## config.mk

```make
export PLATFORM = sky130hd
export DESIGN_NAME = magnetic_vehicle_detector_top
export DESIGN_NICKNAME = d
export VERILOG_FILES = /design/src/rtl/core/mvd_pkg.sv /design/src/rtl/core/mvd_step.sv /design/src/rtl/core/magnetic_vehicle_detector_top.sv
export SDC_FILE = /design/constraint.sdc
export NUM_CORES = 1
export LEC_CHECK = 0
export ABC_AREA = 0
export ABC_CLOCK_PERIOD_IN_PS = 27400
export BUFFER_PORTS_ARGS = -buffer_cell sky130_fd_sc_hd__buf_2
export CAP_MARGIN = 20
export CORE_MARGIN = 4
export CORE_UTILIZATION = 31
export DETAILED_ROUTE_END_ITERATION = 8
export SETUP_SLACK_MARGIN = 0.2
export SLEW_MARGIN = 10
export SYNTH_ARGS = -nofsm -noshare
export SYNTH_HDL_FRONTEND = slang
export SYNTH_SLANG_ARGS = --single-unit
```

## constraint.sdc

```tcl
create_clock -name clk -period 27.4 [get_ports clk]
set_input_delay 2.74 -clock clk [delete_from_list [all_inputs] [get_ports clk]]
set_output_delay 2.74 -clock clk [all_outputs]
set_load 0.005 [all_outputs]
```

## src/rtl/core/mvd_pkg.sv

```systemverilog
// Shared types, constants and register indexes of the magnetic vehicle detector.
package mvd_pkg;

  localparam int HISTORY_DEPTH = 19;
  localparam int BASELINE_TAPS = 8;
  localparam int SUM_TAPS      = (BASELINE_TAPS < HISTORY_DEPTH) ? BASELINE_TAPS : HISTORY_DEPTH;

  localparam int Z_W     = 11;
  localparam int SUM_W   = Z_W + $clog2(SUM_TAPS + 1);
  localparam int WARM_W  = 7;
  localparam int RUN_W   = 5;
  localparam int CNT_W   = 4;
  localparam int TOTAL_W = 32;
  localparam int CFG_IDX_W  = 3;
  localparam int CFG_DATA_W = 11;

  localparam logic [WARM_W-1:0] WARMUP_CAP = 7'd100;

  localparam logic [Z_W-1:0]    QUIET_THRESHOLD_RST  = 11'd30;
  localparam logic [Z_W-1:0]    DETECT_THRESHOLD_RST = 11'd70;
  localparam logic [CNT_W-1:0]  ENTER_COUNT_RST      = 4'd4;
  localparam logic [CNT_W-1:0]  LEAVE_COUNT_RST      = 4'd8;
  localparam logic [WARM_W-1:0] FILL_SAMPLES_RST     = 7'd53;
  localparam logic [WARM_W-1:0] ARM_SAMPLES_RST      = 7'd55;

  localparam logic [RUN_W-1:0] ENTER_HOLD_OFFSET = 5'd2;
  localparam logic [RUN_W-1:0] LEAVE_HOLD_OFFSET = 5'd3;

  localparam logic [CFG_IDX_W-1:0] REG_QUIET_THRESHOLD  = 3'd0;
  localparam logic [CFG_IDX_W-1:0] REG_DETECT_THRESHOLD = 3'd1;
  localparam logic [CFG_IDX_W-1:0] REG_ENTER_COUNT      = 3'd2;
  localparam logic [CFG_IDX_W-1:0] REG_LEAVE_COUNT      = 3'd3;
  localparam logic [CFG_IDX_W-1:0] REG_FILL_SAMPLES     = 3'd4;
  localparam logic [CFG_IDX_W-1:0] REG_ARM_SAMPLES      = 3'd5;

  typedef logic [HISTORY_DEPTH-1:0][Z_W-1:0] history_t;

  typedef struct packed {
    logic [Z_W-1:0]    quiet_threshold;
    logic [Z_W-1:0]    detect_threshold;
    logic [CNT_W-1:0]  enter_count;
    logic [CNT_W-1:0]  leave_count;
    logic [WARM_W-1:0] fill_samples;
    logic [WARM_W-1:0] arm_samples;
  } cfg_t;

  typedef struct packed {
    logic [WARM_W-1:0]  warmup_count;
    history_t           z_history;
    logic [RUN_W-1:0]   high_run;
    logic [RUN_W-1:0]   low_run;
    logic               present_flag;
    logic [TOTAL_W-1:0] vehicle_total;
  } state_t;

endpackage

```

## src/rtl/core/mvd_step.sv

```systemverilog
// Per-sample next-state logic: history update, baseline, deviation and run counters.
module mvd_step (
  input  logic [7:0]           z_high_byte,
  input  logic [7:0]           z_low_byte,
  input  mvd_pkg::cfg_t        cfg,
  input  mvd_pkg::state_t      cur,
  output mvd_pkg::state_t      nxt,
  output logic [mvd_pkg::Z_W-1:0] baseline
);

  logic [mvd_pkg::Z_W-1:0]    z;
  logic                       warm_inc;
  logic [mvd_pkg::WARM_W-1:0] warm_new;
  logic                       fill_shift;
  mvd_pkg::history_t          hist_fill;
  mvd_pkg::history_t          hist_quiet;
  logic [mvd_pkg::SUM_W-1:0]  sum;
  logic [mvd_pkg::Z_W-1:0]    dev;
  logic                       quiet;
  logic [mvd_pkg::RUN_W-1:0]  high_inc;
  logic [mvd_pkg::RUN_W-1:0]  low_inc;

  assign z = {z_high_byte, z_low_byte[7:5]};

  assign warm_inc   = cur.warmup_count < mvd_pkg::WARMUP_CAP;
  assign warm_new   = warm_inc ? cur.warmup_count + 7'd1 : cur.warmup_count;
  assign fill_shift = warm_inc && (warm_new < cfg.fill_samples);

  // During the fill phase, advance the history by one, newest entry at the top.
  always_comb begin
    for (int i = 0; i < mvd_pkg::HISTORY_DEPTH - 1; i++) begin
      hist_fill[i] = fill_shift ? cur.z_history[i+1] : cur.z_history[i];
    end
    hist_fill[mvd_pkg::HISTORY_DEPTH-1] = fill_shift ? z
                                        : cur.z_history[mvd_pkg::HISTORY_DEPTH-1];
  end

  always_comb begin
    sum = '0;
    for (int i = 0; i < mvd_pkg::SUM_TAPS; i++) begin
      sum = sum + mvd_pkg::SUM_W'(hist_fill[i]);
    end
  end

  assign baseline = mvd_pkg::Z_W'(sum / mvd_pkg::SUM_W'(mvd_pkg::BASELINE_TAPS));
  assign dev      = (z < baseline) ? (baseline - z) : (z - baseline);
  assign quiet    = dev < cfg.quiet_threshold;

  always_comb begin
    for (int i = 0; i < mvd_pkg::HISTORY_DEPTH - 1; i++) begin
      hist_quiet[i] = quiet ? hist_fill[i+1] : hist_fill[i];
    end
    hist_quiet[mvd_pkg::HISTORY_DEPTH-1] = quiet ? z : hist_fill[mvd_pkg::HISTORY_DEPTH-1];
  end

  assign high_inc = cur.high_run + 5'd1;

  always_comb begin
    nxt              = cur;
    nxt.warmup_count = warm_new;
    nxt.z_history    = hist_quiet;
    low_inc          = '0;

    // Arrival: a run of large deviations once armed.
    if (warm_new > cfg.arm_samples) begin
      if (dev > cfg.detect_threshold) begin
        nxt.high_run = high_inc;
        if (high_inc > mvd_pkg::RUN_W'(cfg.enter_count)) begin
          nxt.high_run     = mvd_pkg::RUN_W'(cfg.enter_count) + mvd_pkg::ENTER_HOLD_OFFSET;
          nxt.present_flag = 1'b1;
          nxt.low_run      = '0;
          for (int i = 0; i < mvd_pkg::HISTORY_DEPTH; i++) begin
            if (i >= mvd_pkg::BASELINE_TAPS) begin
              nxt.z_history[i] = baseline;
            end
          end
        end
      end else begin
        nxt.high_run = '0;
      end
    end

    // Departure: a run of quiet samples while present.
    if (nxt.present_flag) begin
      if (quiet) begin
        low_inc     = nxt.low_run + 5'd1;
        nxt.low_run = low_inc;
        if (low_inc > mvd_pkg::RUN_W'(cfg.leave_count)) begin
          nxt.low_run       = mvd_pkg::RUN_W'(cfg.leave_count) + mvd_pkg::LEAVE_HOLD_OFFSET;
          nxt.present_flag  = 1'b0;
          nxt.vehicle_total = cur.vehicle_total + 32'd1;
          nxt.high_run      = '0;
        end
      end else begin
        nxt.low_run = '0;
      end
    end
  end

endmodule

```

## src/rtl/core/magnetic_vehicle_detector_top.sv

```systemverilog
// Top level of the magnetic vehicle detector: handshakes, configuration and state registers.
//
// Takes one magnetometer Z sample per request and returns one result per sample: the
// running vehicle count, the presence flag and the baseline used for that sample. One
// sample is accepted every clock cycle while the output is not stalled; it is held in
// the input register and moves into the result register when that register is free or
// being emptied. The rate is set by the state loop: the 19-entry history shift, the
// eight-entry baseline sum and the run counters are all updated in the same cycle that
// moves a sample into the result register. Configuration writes are always ready and
// take effect on the next sample.
module magnetic_vehicle_detector_top (
  input  logic                          clk,
  input  logic                          rst_n,
  input  logic                          in_valid,
  output logic                          in_stall,
  input  logic [7:0]                    in_z_high_byte,
  input  logic [7:0]                    in_z_low_byte,
  output logic                          out_valid,
  input  logic                          out_stall,
  output logic [mvd_pkg::TOTAL_W-1:0]   out_flow_count,
  output logic                          out_vehicle_present,
  output logic [mvd_pkg::Z_W-1:0]       out_baseline_level,
  input  logic                          cfg_valid,
  output logic                          cfg_ready,
  input  logic [mvd_pkg::CFG_IDX_W-1:0] cfg_index,
  input  logic [mvd_pkg::CFG_DATA_W-1:0] cfg_data
);

  mvd_pkg::cfg_t   cfg_r;
  mvd_pkg::state_t state_r;
  mvd_pkg::state_t state_nxt;

  logic                    in_valid_r;
  logic [7:0]              z_high_r;
  logic [7:0]              z_low_r;
  logic                    out_valid_r;
  logic [mvd_pkg::Z_W-1:0] baseline_nxt;
  logic                    advance;
  logic                    in_take;

  // Move the held sample on when the result register is free or being emptied.
  assign advance  = in_valid_r && (!out_valid_r || !out_stall);
  assign in_stall = in_valid_r && !advance;
  assign in_take  = in_valid && !in_stall;
  assign cfg_ready = 1'b1;

  always_ff @(posedge clk) begin
    if (!rst_n) begin
      cfg_r.quiet_threshold  <= mvd_pkg::QUIET_THRESHOLD_RST;
      cfg_r.detect_threshold <= mvd_pkg::DETECT_THRESHOLD_RST;
      cfg_r.enter_count      <= mvd_pkg::ENTER_COUNT_RST;
      cfg_r.leave_count      <= mvd_pkg::LEAVE_COUNT_RST;
      cfg_r.fill_samples     <= mvd_pkg::FILL_SAMPLES_RST;
      cfg_r.arm_samples      <= mvd_pkg::ARM_SAMPLES_RST;
    end else if (cfg_valid && cfg_ready) begin
      unique case (cfg_index)
        mvd_pkg::REG_QUIET_THRESHOLD:  cfg_r.quiet_threshold  <= cfg_data[mvd_pkg::Z_W-1:0];
        mvd_pkg::REG_DETECT_THRESHOLD: cfg_r.detect_threshold <= cfg_data[mvd_pkg::Z_W-1:0];
        mvd_pkg::REG_ENTER_COUNT:      cfg_r.enter_count  <= cfg_data[mvd_pkg::CNT_W-1:0];
        mvd_pkg::REG_LEAVE_COUNT:      cfg_r.leave_count  <= cfg_data[mvd_pkg::CNT_W-1:0];
        mvd_pkg::REG_FILL_SAMPLES:     cfg_r.fill_samples <= cfg_data[mvd_pkg::WARM_W-1:0];
        mvd_pkg::REG_ARM_SAMPLES:      cfg_r.arm_samples  <= cfg_data[mvd_pkg::WARM_W-1:0];
        default: ;  // drop writes to unknown registers
      endcase
    end
  end

  always_ff @(posedge clk) begin
    if (!rst_n) begin
      in_valid_r <= 1'b0;
    end else if (in_take) begin
      in_valid_r <= 1'b1;
    end else if (advance) begin
      in_valid_r <= 1'b0;
    end
  end

  always_ff @(posedge clk) begin
    if (in_take) begin
      z_high_r <= in_z_high_byte;
      z_low_r  <= in_z_low_byte;
    end
  end

  mvd_step u_step (
    .z_high_byte (z_high_r),
    .z_low_byte  (z_low_r),
    .cfg         (cfg_r),
    .cur         (state_r),
    .nxt         (state_nxt),
    .baseline    (baseline_nxt)
  );

  always_ff @(posedge clk) begin
    if (!rst_n) begin
      state_r <= '0;
    end else if (advance) begin
      state_r <= state_nxt;
    end
  end

  always_ff @(posedge clk) begin
    if (!rst_n) begin
      out_valid_r <= 1'b0;
    end else if (advance) begin
      out_valid_r <= 1'b1;
    end else if (!out_stall) begin
      out_valid_r <= 1'b0;
    end
  end

  always_ff @(posedge clk) begin
    if (advance) begin
      out_flow_count      <= state_nxt.vehicle_total;
      out_vehicle_present <= state_nxt.present_flag;
      out_baseline_level  <= baseline_nxt;
    end
  end

  assign out_valid = out_valid_r;

endmodule
```

==> impl_metrics.yaml, run 1 <==
timing:
  whs_ps: 454.3
  tightestPinTransition_ps: 1078
  hold_violations: 0
  relSlewSlack: 0.2786
  max_freq_mhz: 58.26
  fin_skew_ps: 37.46
  maxSlewViolCount: 0
  setup_tns_ps: 0
  grt_setup_unrepaired: "false"
  finalSetupViolations: 0
  period_needed_ps: 17160
  timing.final.crit_share: 0.6264
layout:
  area_growth_pct: 12.15
  seqCellArea_um2: 7757
  fin_cells: 3356
  multi_input_area_um2: 12560
  diodes: 0
  nFillCells: 6862
  final_util: 0.3538
  drive_gt1_frac: 0.1108
  nets: 2635
die:
  dieHeight_um: 270.3
  ioPinCount: 82
  start_util: 0.3154
  fp.dieW_um: 270.3
  die_area_um2: 73080
  placeableCoreArea_um2: 67630
  fp-row-count: 95
logic_synthesis:
  yosysSeqAreaShare: 0.3636
  synthDistinctLibCells: 89
  synth_common_cells: "dfxtp_1, nand2_1, a21oi_1"
  syn_nets: 2644
  yosysWarningCount: 0
  synthFlopType: "dfxtp_1"
  synthDominantCellAreaShare: 0.2862
  synth_area_per_cell_um2: 8.676
  synthArstFlopShare: 0
  ys_seq_elements: 360
  synth_most_common_cell: "dfxtp_1"
  synth_edf_count: 55
  syn_inst: 2459
  netlist_area_um2: 21330
  yosys.area.top_type: "dfxtp_1"
  synth_area_leaders: "dfxtp_1, edfxtp_1, ha_1, nand2_1, fa_1"
clocking:
  ctsResizeCount: 0
  clock_sinks: 360
  cts_setup_buffers: 0
  cts.clk_slew.worst_paths_ps: 60
  cts_buffers: 42
  cts-root-buf: "clkbuf_16"
  cts_hold_buf: 0
  htree_num_levels: 2
  cts_tree: "built"
  clockBufferDepth: 3
  worstSkewPairLatency_ps: 590
worst_hold_path:
  hold_path_class: "reg -> reg"
grt:
  grt_pass1_wl_um: 92720
  grt_max_degree: 97
  grtUsageTotal: 0.1527
  grt_pass1_vias: 16940
  grt_overflow: 0
  antenna_found_initial: 1
setup_path:
  critical-path-max-stage-delay_ps: 870
  cp_data_required_time_ps: 27740
  crit_top_cell: "ha_1"
  crit_arrival_ps: 17500
  critPathMaxFanout: 96
  cp_slowest_cell: "o41ai_4"
  worstSetupEndpointType: "flip-flop"
  worstSetupPathType: "reg -> reg"
  cp-start-kind: "flip-flop"
drt:
  detail_route.vias_per_cell: 5.351
  drt_iter0_markers: 1360
  first_pass_iters: 6
  wl_per_cell_um: 17.26
  drc: 0
  detail-route-antenna-nets: 0
  num_vias: 17960
  drt-total-wl_um: 57920
status:
  status: "complete, no violations"
run:
  maxCapViolations: 0
placed_design:
  dpl.cell_count: 3277
  gp_congestion: 0.8419
  dp_hpwl_um: 37840
  port_buffers: 75
## area by class of cell
cell class,instances,share of cell area
clock buffers,52,0.04633
clock inverters,25,0.01150
inverters,137,0.02170
multi-input cells,1802,0.5250
flip-flops and latches,360,0.3242
well taps,873,0.04565
repair buffers,107,0.02562
## worst paths after layout
| kind | start | to | slack [ps] | cells past startpoint |
|---|---|---|---|---|
| max | state_r[254] | out_flow_count[1] | 10240 | 53 |
| min reg2reg | cfg_r[25] | cfg_r[25] | 450 | 2 |
| max reg2reg | state_r[254] | out_flow_count[1] | 10240 | 53 |
| min | cfg_r[25] | cfg_r[25] | 450 | 2 |
## metrics by stage
step                setup WS, ps  area, um2
finish                     10240      23930
global route                9028      23930
CTS                        10180      23910
detailed placement         10280      22530
global placement           10350      22530
floorplan                  13470      21330
## routing by layer
layer	global-route usage	wire length [um]	up-vias
li1	-	-	8877
met1	0.2094	27260	8611
met2	0.2490	26440	389
met3	0.02381	2671	82
met4	0.04499	1545	0
met5	0	0	-
## critical path: cells and delay by family (launching register included)
family	cells	cell delay, ps
XOR/XNOR	2	570
adder cells (fa/ha/maj)	11	4640
multiplexers	4	1720
AND/OR/NAND/NOR	11	1840
buffers and inverters	7	2010
flip-flops	1	370
AO/OA/AOI/OAI	18	5590
## cell families after synthesis
kind of cell,share of synthesized area
buf+inv,0.05360
flops,0.3636
simple gates,0.1571
mux,0.04991
other cells,0.0001758
xor+xnor,0.02950
fa+ha+maj,0.1079
compound gates,0.2382
## registers in the layout (all words and copies together), names as in the netlist
signal               flops
state_r                259
out_baseline_level      11
cfg_r                   44
z_high_r                 8
out_flow_count          32
z_low_r                  3
out_vehicle_present      1
in_valid_r               1
out_valid                1
## cell usage in the layout (no fill, tap or decap), types with 58 or more instances in the layout
cell	n
mux2i_1	58
dfxtp_1	305
a21oi_1	214
ha_1	95
nor3_1	68
o21ai_0	110
nand2_1	295
buf_2	75
nand3_1	62
nor2_1	172
inv_1	135
Power of run 1 is left out: the tool's default activity adds up to more than one toggle a clock period on the data nets, which glitch-free logic cannot reach.
==> inputs of run 2 (changes only) <==
--- a/config.mk
+++ b/config.mk
@@ -6,7 +6,7 @@
 export NUM_CORES = 1
 export LEC_CHECK = 0
 export ABC_AREA = 0
-export ABC_CLOCK_PERIOD_IN_PS = 27400
+export ABC_CLOCK_PERIOD_IN_PS = 17480
 export BUFFER_PORTS_ARGS = -buffer_cell sky130_fd_sc_hd__buf_2
 export CAP_MARGIN = 20
 export CORE_MARGIN = 4
==> constraint.sdc (replaced) <==
create_clock -name clk -period 17.48 [get_ports clk]
set_input_delay 1.748 -clock clk [delete_from_list [all_inputs] [get_ports clk]]
set_output_delay 1.748 -clock clk [all_outputs]
set_load 0.005 [all_outputs]
==> impl_metrics.yaml, run 2 (synthesis gave the netlist of run 1 again) <==
die:
  dieHeight_um: 270.3
  start_util: 0.3154
  die_area_um2: 73080
  fp-row-count: 95
  placeableCoreArea_um2: 67630
  fp.dieW_um: 270.3
  ioPinCount: 82
placed_design:
  dp_hpwl_um: 38160
  gp_congestion: 0.8404
  port_buffers: 75
  placed_area_um2: 22590
  pre_cts_ws_ps: 1824
drt:
  num_vias: 18070
  first_pass_iters: 5
  drc: 0
  wl_per_cell_um: 17.23
  detail_route.vias_per_cell: 5.373
  drt-total-wl_um: 57970
  drt_iter0_markers: 1398
  detail-route-antenna-nets: 0
clocking:
  ctsResizeCount: 0
  cts.clk_slew.worst_paths_ps: 60
  cts_setup_buffers: 0
  cts_hold_buf: 0
  cts_buffers: 43
  cts_tree: "built"
  htree_num_levels: 2
  clockBufferDepth: 3
  clock_sinks: 360
  cts-root-buf: "clkbuf_16"
  worstSkewPairLatency_ps: 580
setup_path:
  critical-path-max-stage-delay_ps: 590
  worstSetupEndpointType: "flip-flop"
  crit_top_cell: "ha_1"
  cp_slowest_cell: "a221oi_1"
  cp-start-kind: "flip-flop"
  worstSetupPathType: "reg -> reg"
  cp_data_required_time_ps: 17790
  critPathMaxFanout: 90
  crit_arrival_ps: 16050
layout:
  drive_gt1_frac: 0.1152
  nFillCells: 6882
  area_growth_pct: 12.96
  nets: 2641
  diodes: 0
  final_cell_mix: "dfxtp_1, nand2_1, a21oi_1"
  top_regs: "state_r: 259 flops, cfg_r: 44 flops, out_flow_count: 32 flops"
  multi_input_area_um2: 12560
  final_common_cell: "dfxtp_1"
  seqCellArea_um2: 7757
  regMostFlops: "state_r"
  fin_area_um2: 24100
  largest_reg_flops: 259
timing:
  timing.final.crit_share: 0.9005
  hold_violations: 0
  period_needed_ps: 15740
  relSlewSlack: 0.2722
  fin_skew_ps: 26.09
  setup_ws_ps: 1740
  finalSetupViolations: 0
  tightestPinTransition_ps: 1088
  max_freq_mhz: 63.53
  grt_setup_unrepaired: "false"
  setup_tns_ps: 0
  whs_ps: 454.9
  maxSlewViolCount: 0
grt:
  grt_pass1_vias: 17020
  grtUsageTotal: 0.1534
  antenna_found_initial: 2
  grt_max_degree: 91
  grt_overflow: 0
  grt_pass1_wl_um: 93380
worst_hold_path:
  hold_path_class: "reg -> reg"
status:
  status: "complete, no violations"
run:
  maxCapViolations: 0
-- run 2: cell count changes in the layout (fill, tap and decap cells not counted), moves of 2 or more --
cell | before | now
buf_4 | 31 | 35
bufinv_16 | 5 | 7
clkbuf_16 | 42 | 44
clkinvlp_4 | 2 | 5
clkbuf_1 | 8 | 6
clkinv_1 | 5 | 3
-- run 2: path summary, 6_finish.rpt --
path                     start            endpoint  slack [ps]  cells after the start
setup reg to reg  state_r[252]  out_flow_count[16]        1740                     56
hold reg to reg      cfg_r[39]           cfg_r[39]         450                      2
setup / recovery  state_r[252]  out_flow_count[16]        1740                     56
hold / removal       cfg_r[39]           cfg_r[39]         450                      2
-- run 2: area by class of cell --
type,instances,area share
Clock inverter,28,0.01469
Tap cell,873,0.04533
Multi-Input combinational cell,1802,0.5212
Sequential cell,360,0.3219
Inverter,137,0.02155
Clock buffer,52,0.04777
Timing Repair Buffer,112,0.02752
-- run 2: per-layer routing --
metal,vias to the layer above,track usage,part of all wire
met2,381,0.2494,0.46
met1,8719,0.2101,0.47
met5,-,0,0
li1,8897,-,-
met4,0,0.04664,0.028
met3,77,0.02478,0.046
-- run 2: stage by stage --
stage	cells	utilization
global placement	3282	0.3339
global route	3364	0.3563
CTS	3363	0.3562
floorplan	2459	-
finish	3364	0.3563
detailed placement	3283	0.3340
-- run 2: worst max-delay path, delay by kind of cell (launching register included) --
family | cells | cell delay (ps)
simple gates | 10 | 1680
xor+xnor | 6 | 1670
fa+ha+maj | 13 | 5080
compound gates | 17 | 4250
flops | 1 | 440
buf+inv | 8 | 1480
mux | 2 | 810
Power of run 2 is left out for the same reason.
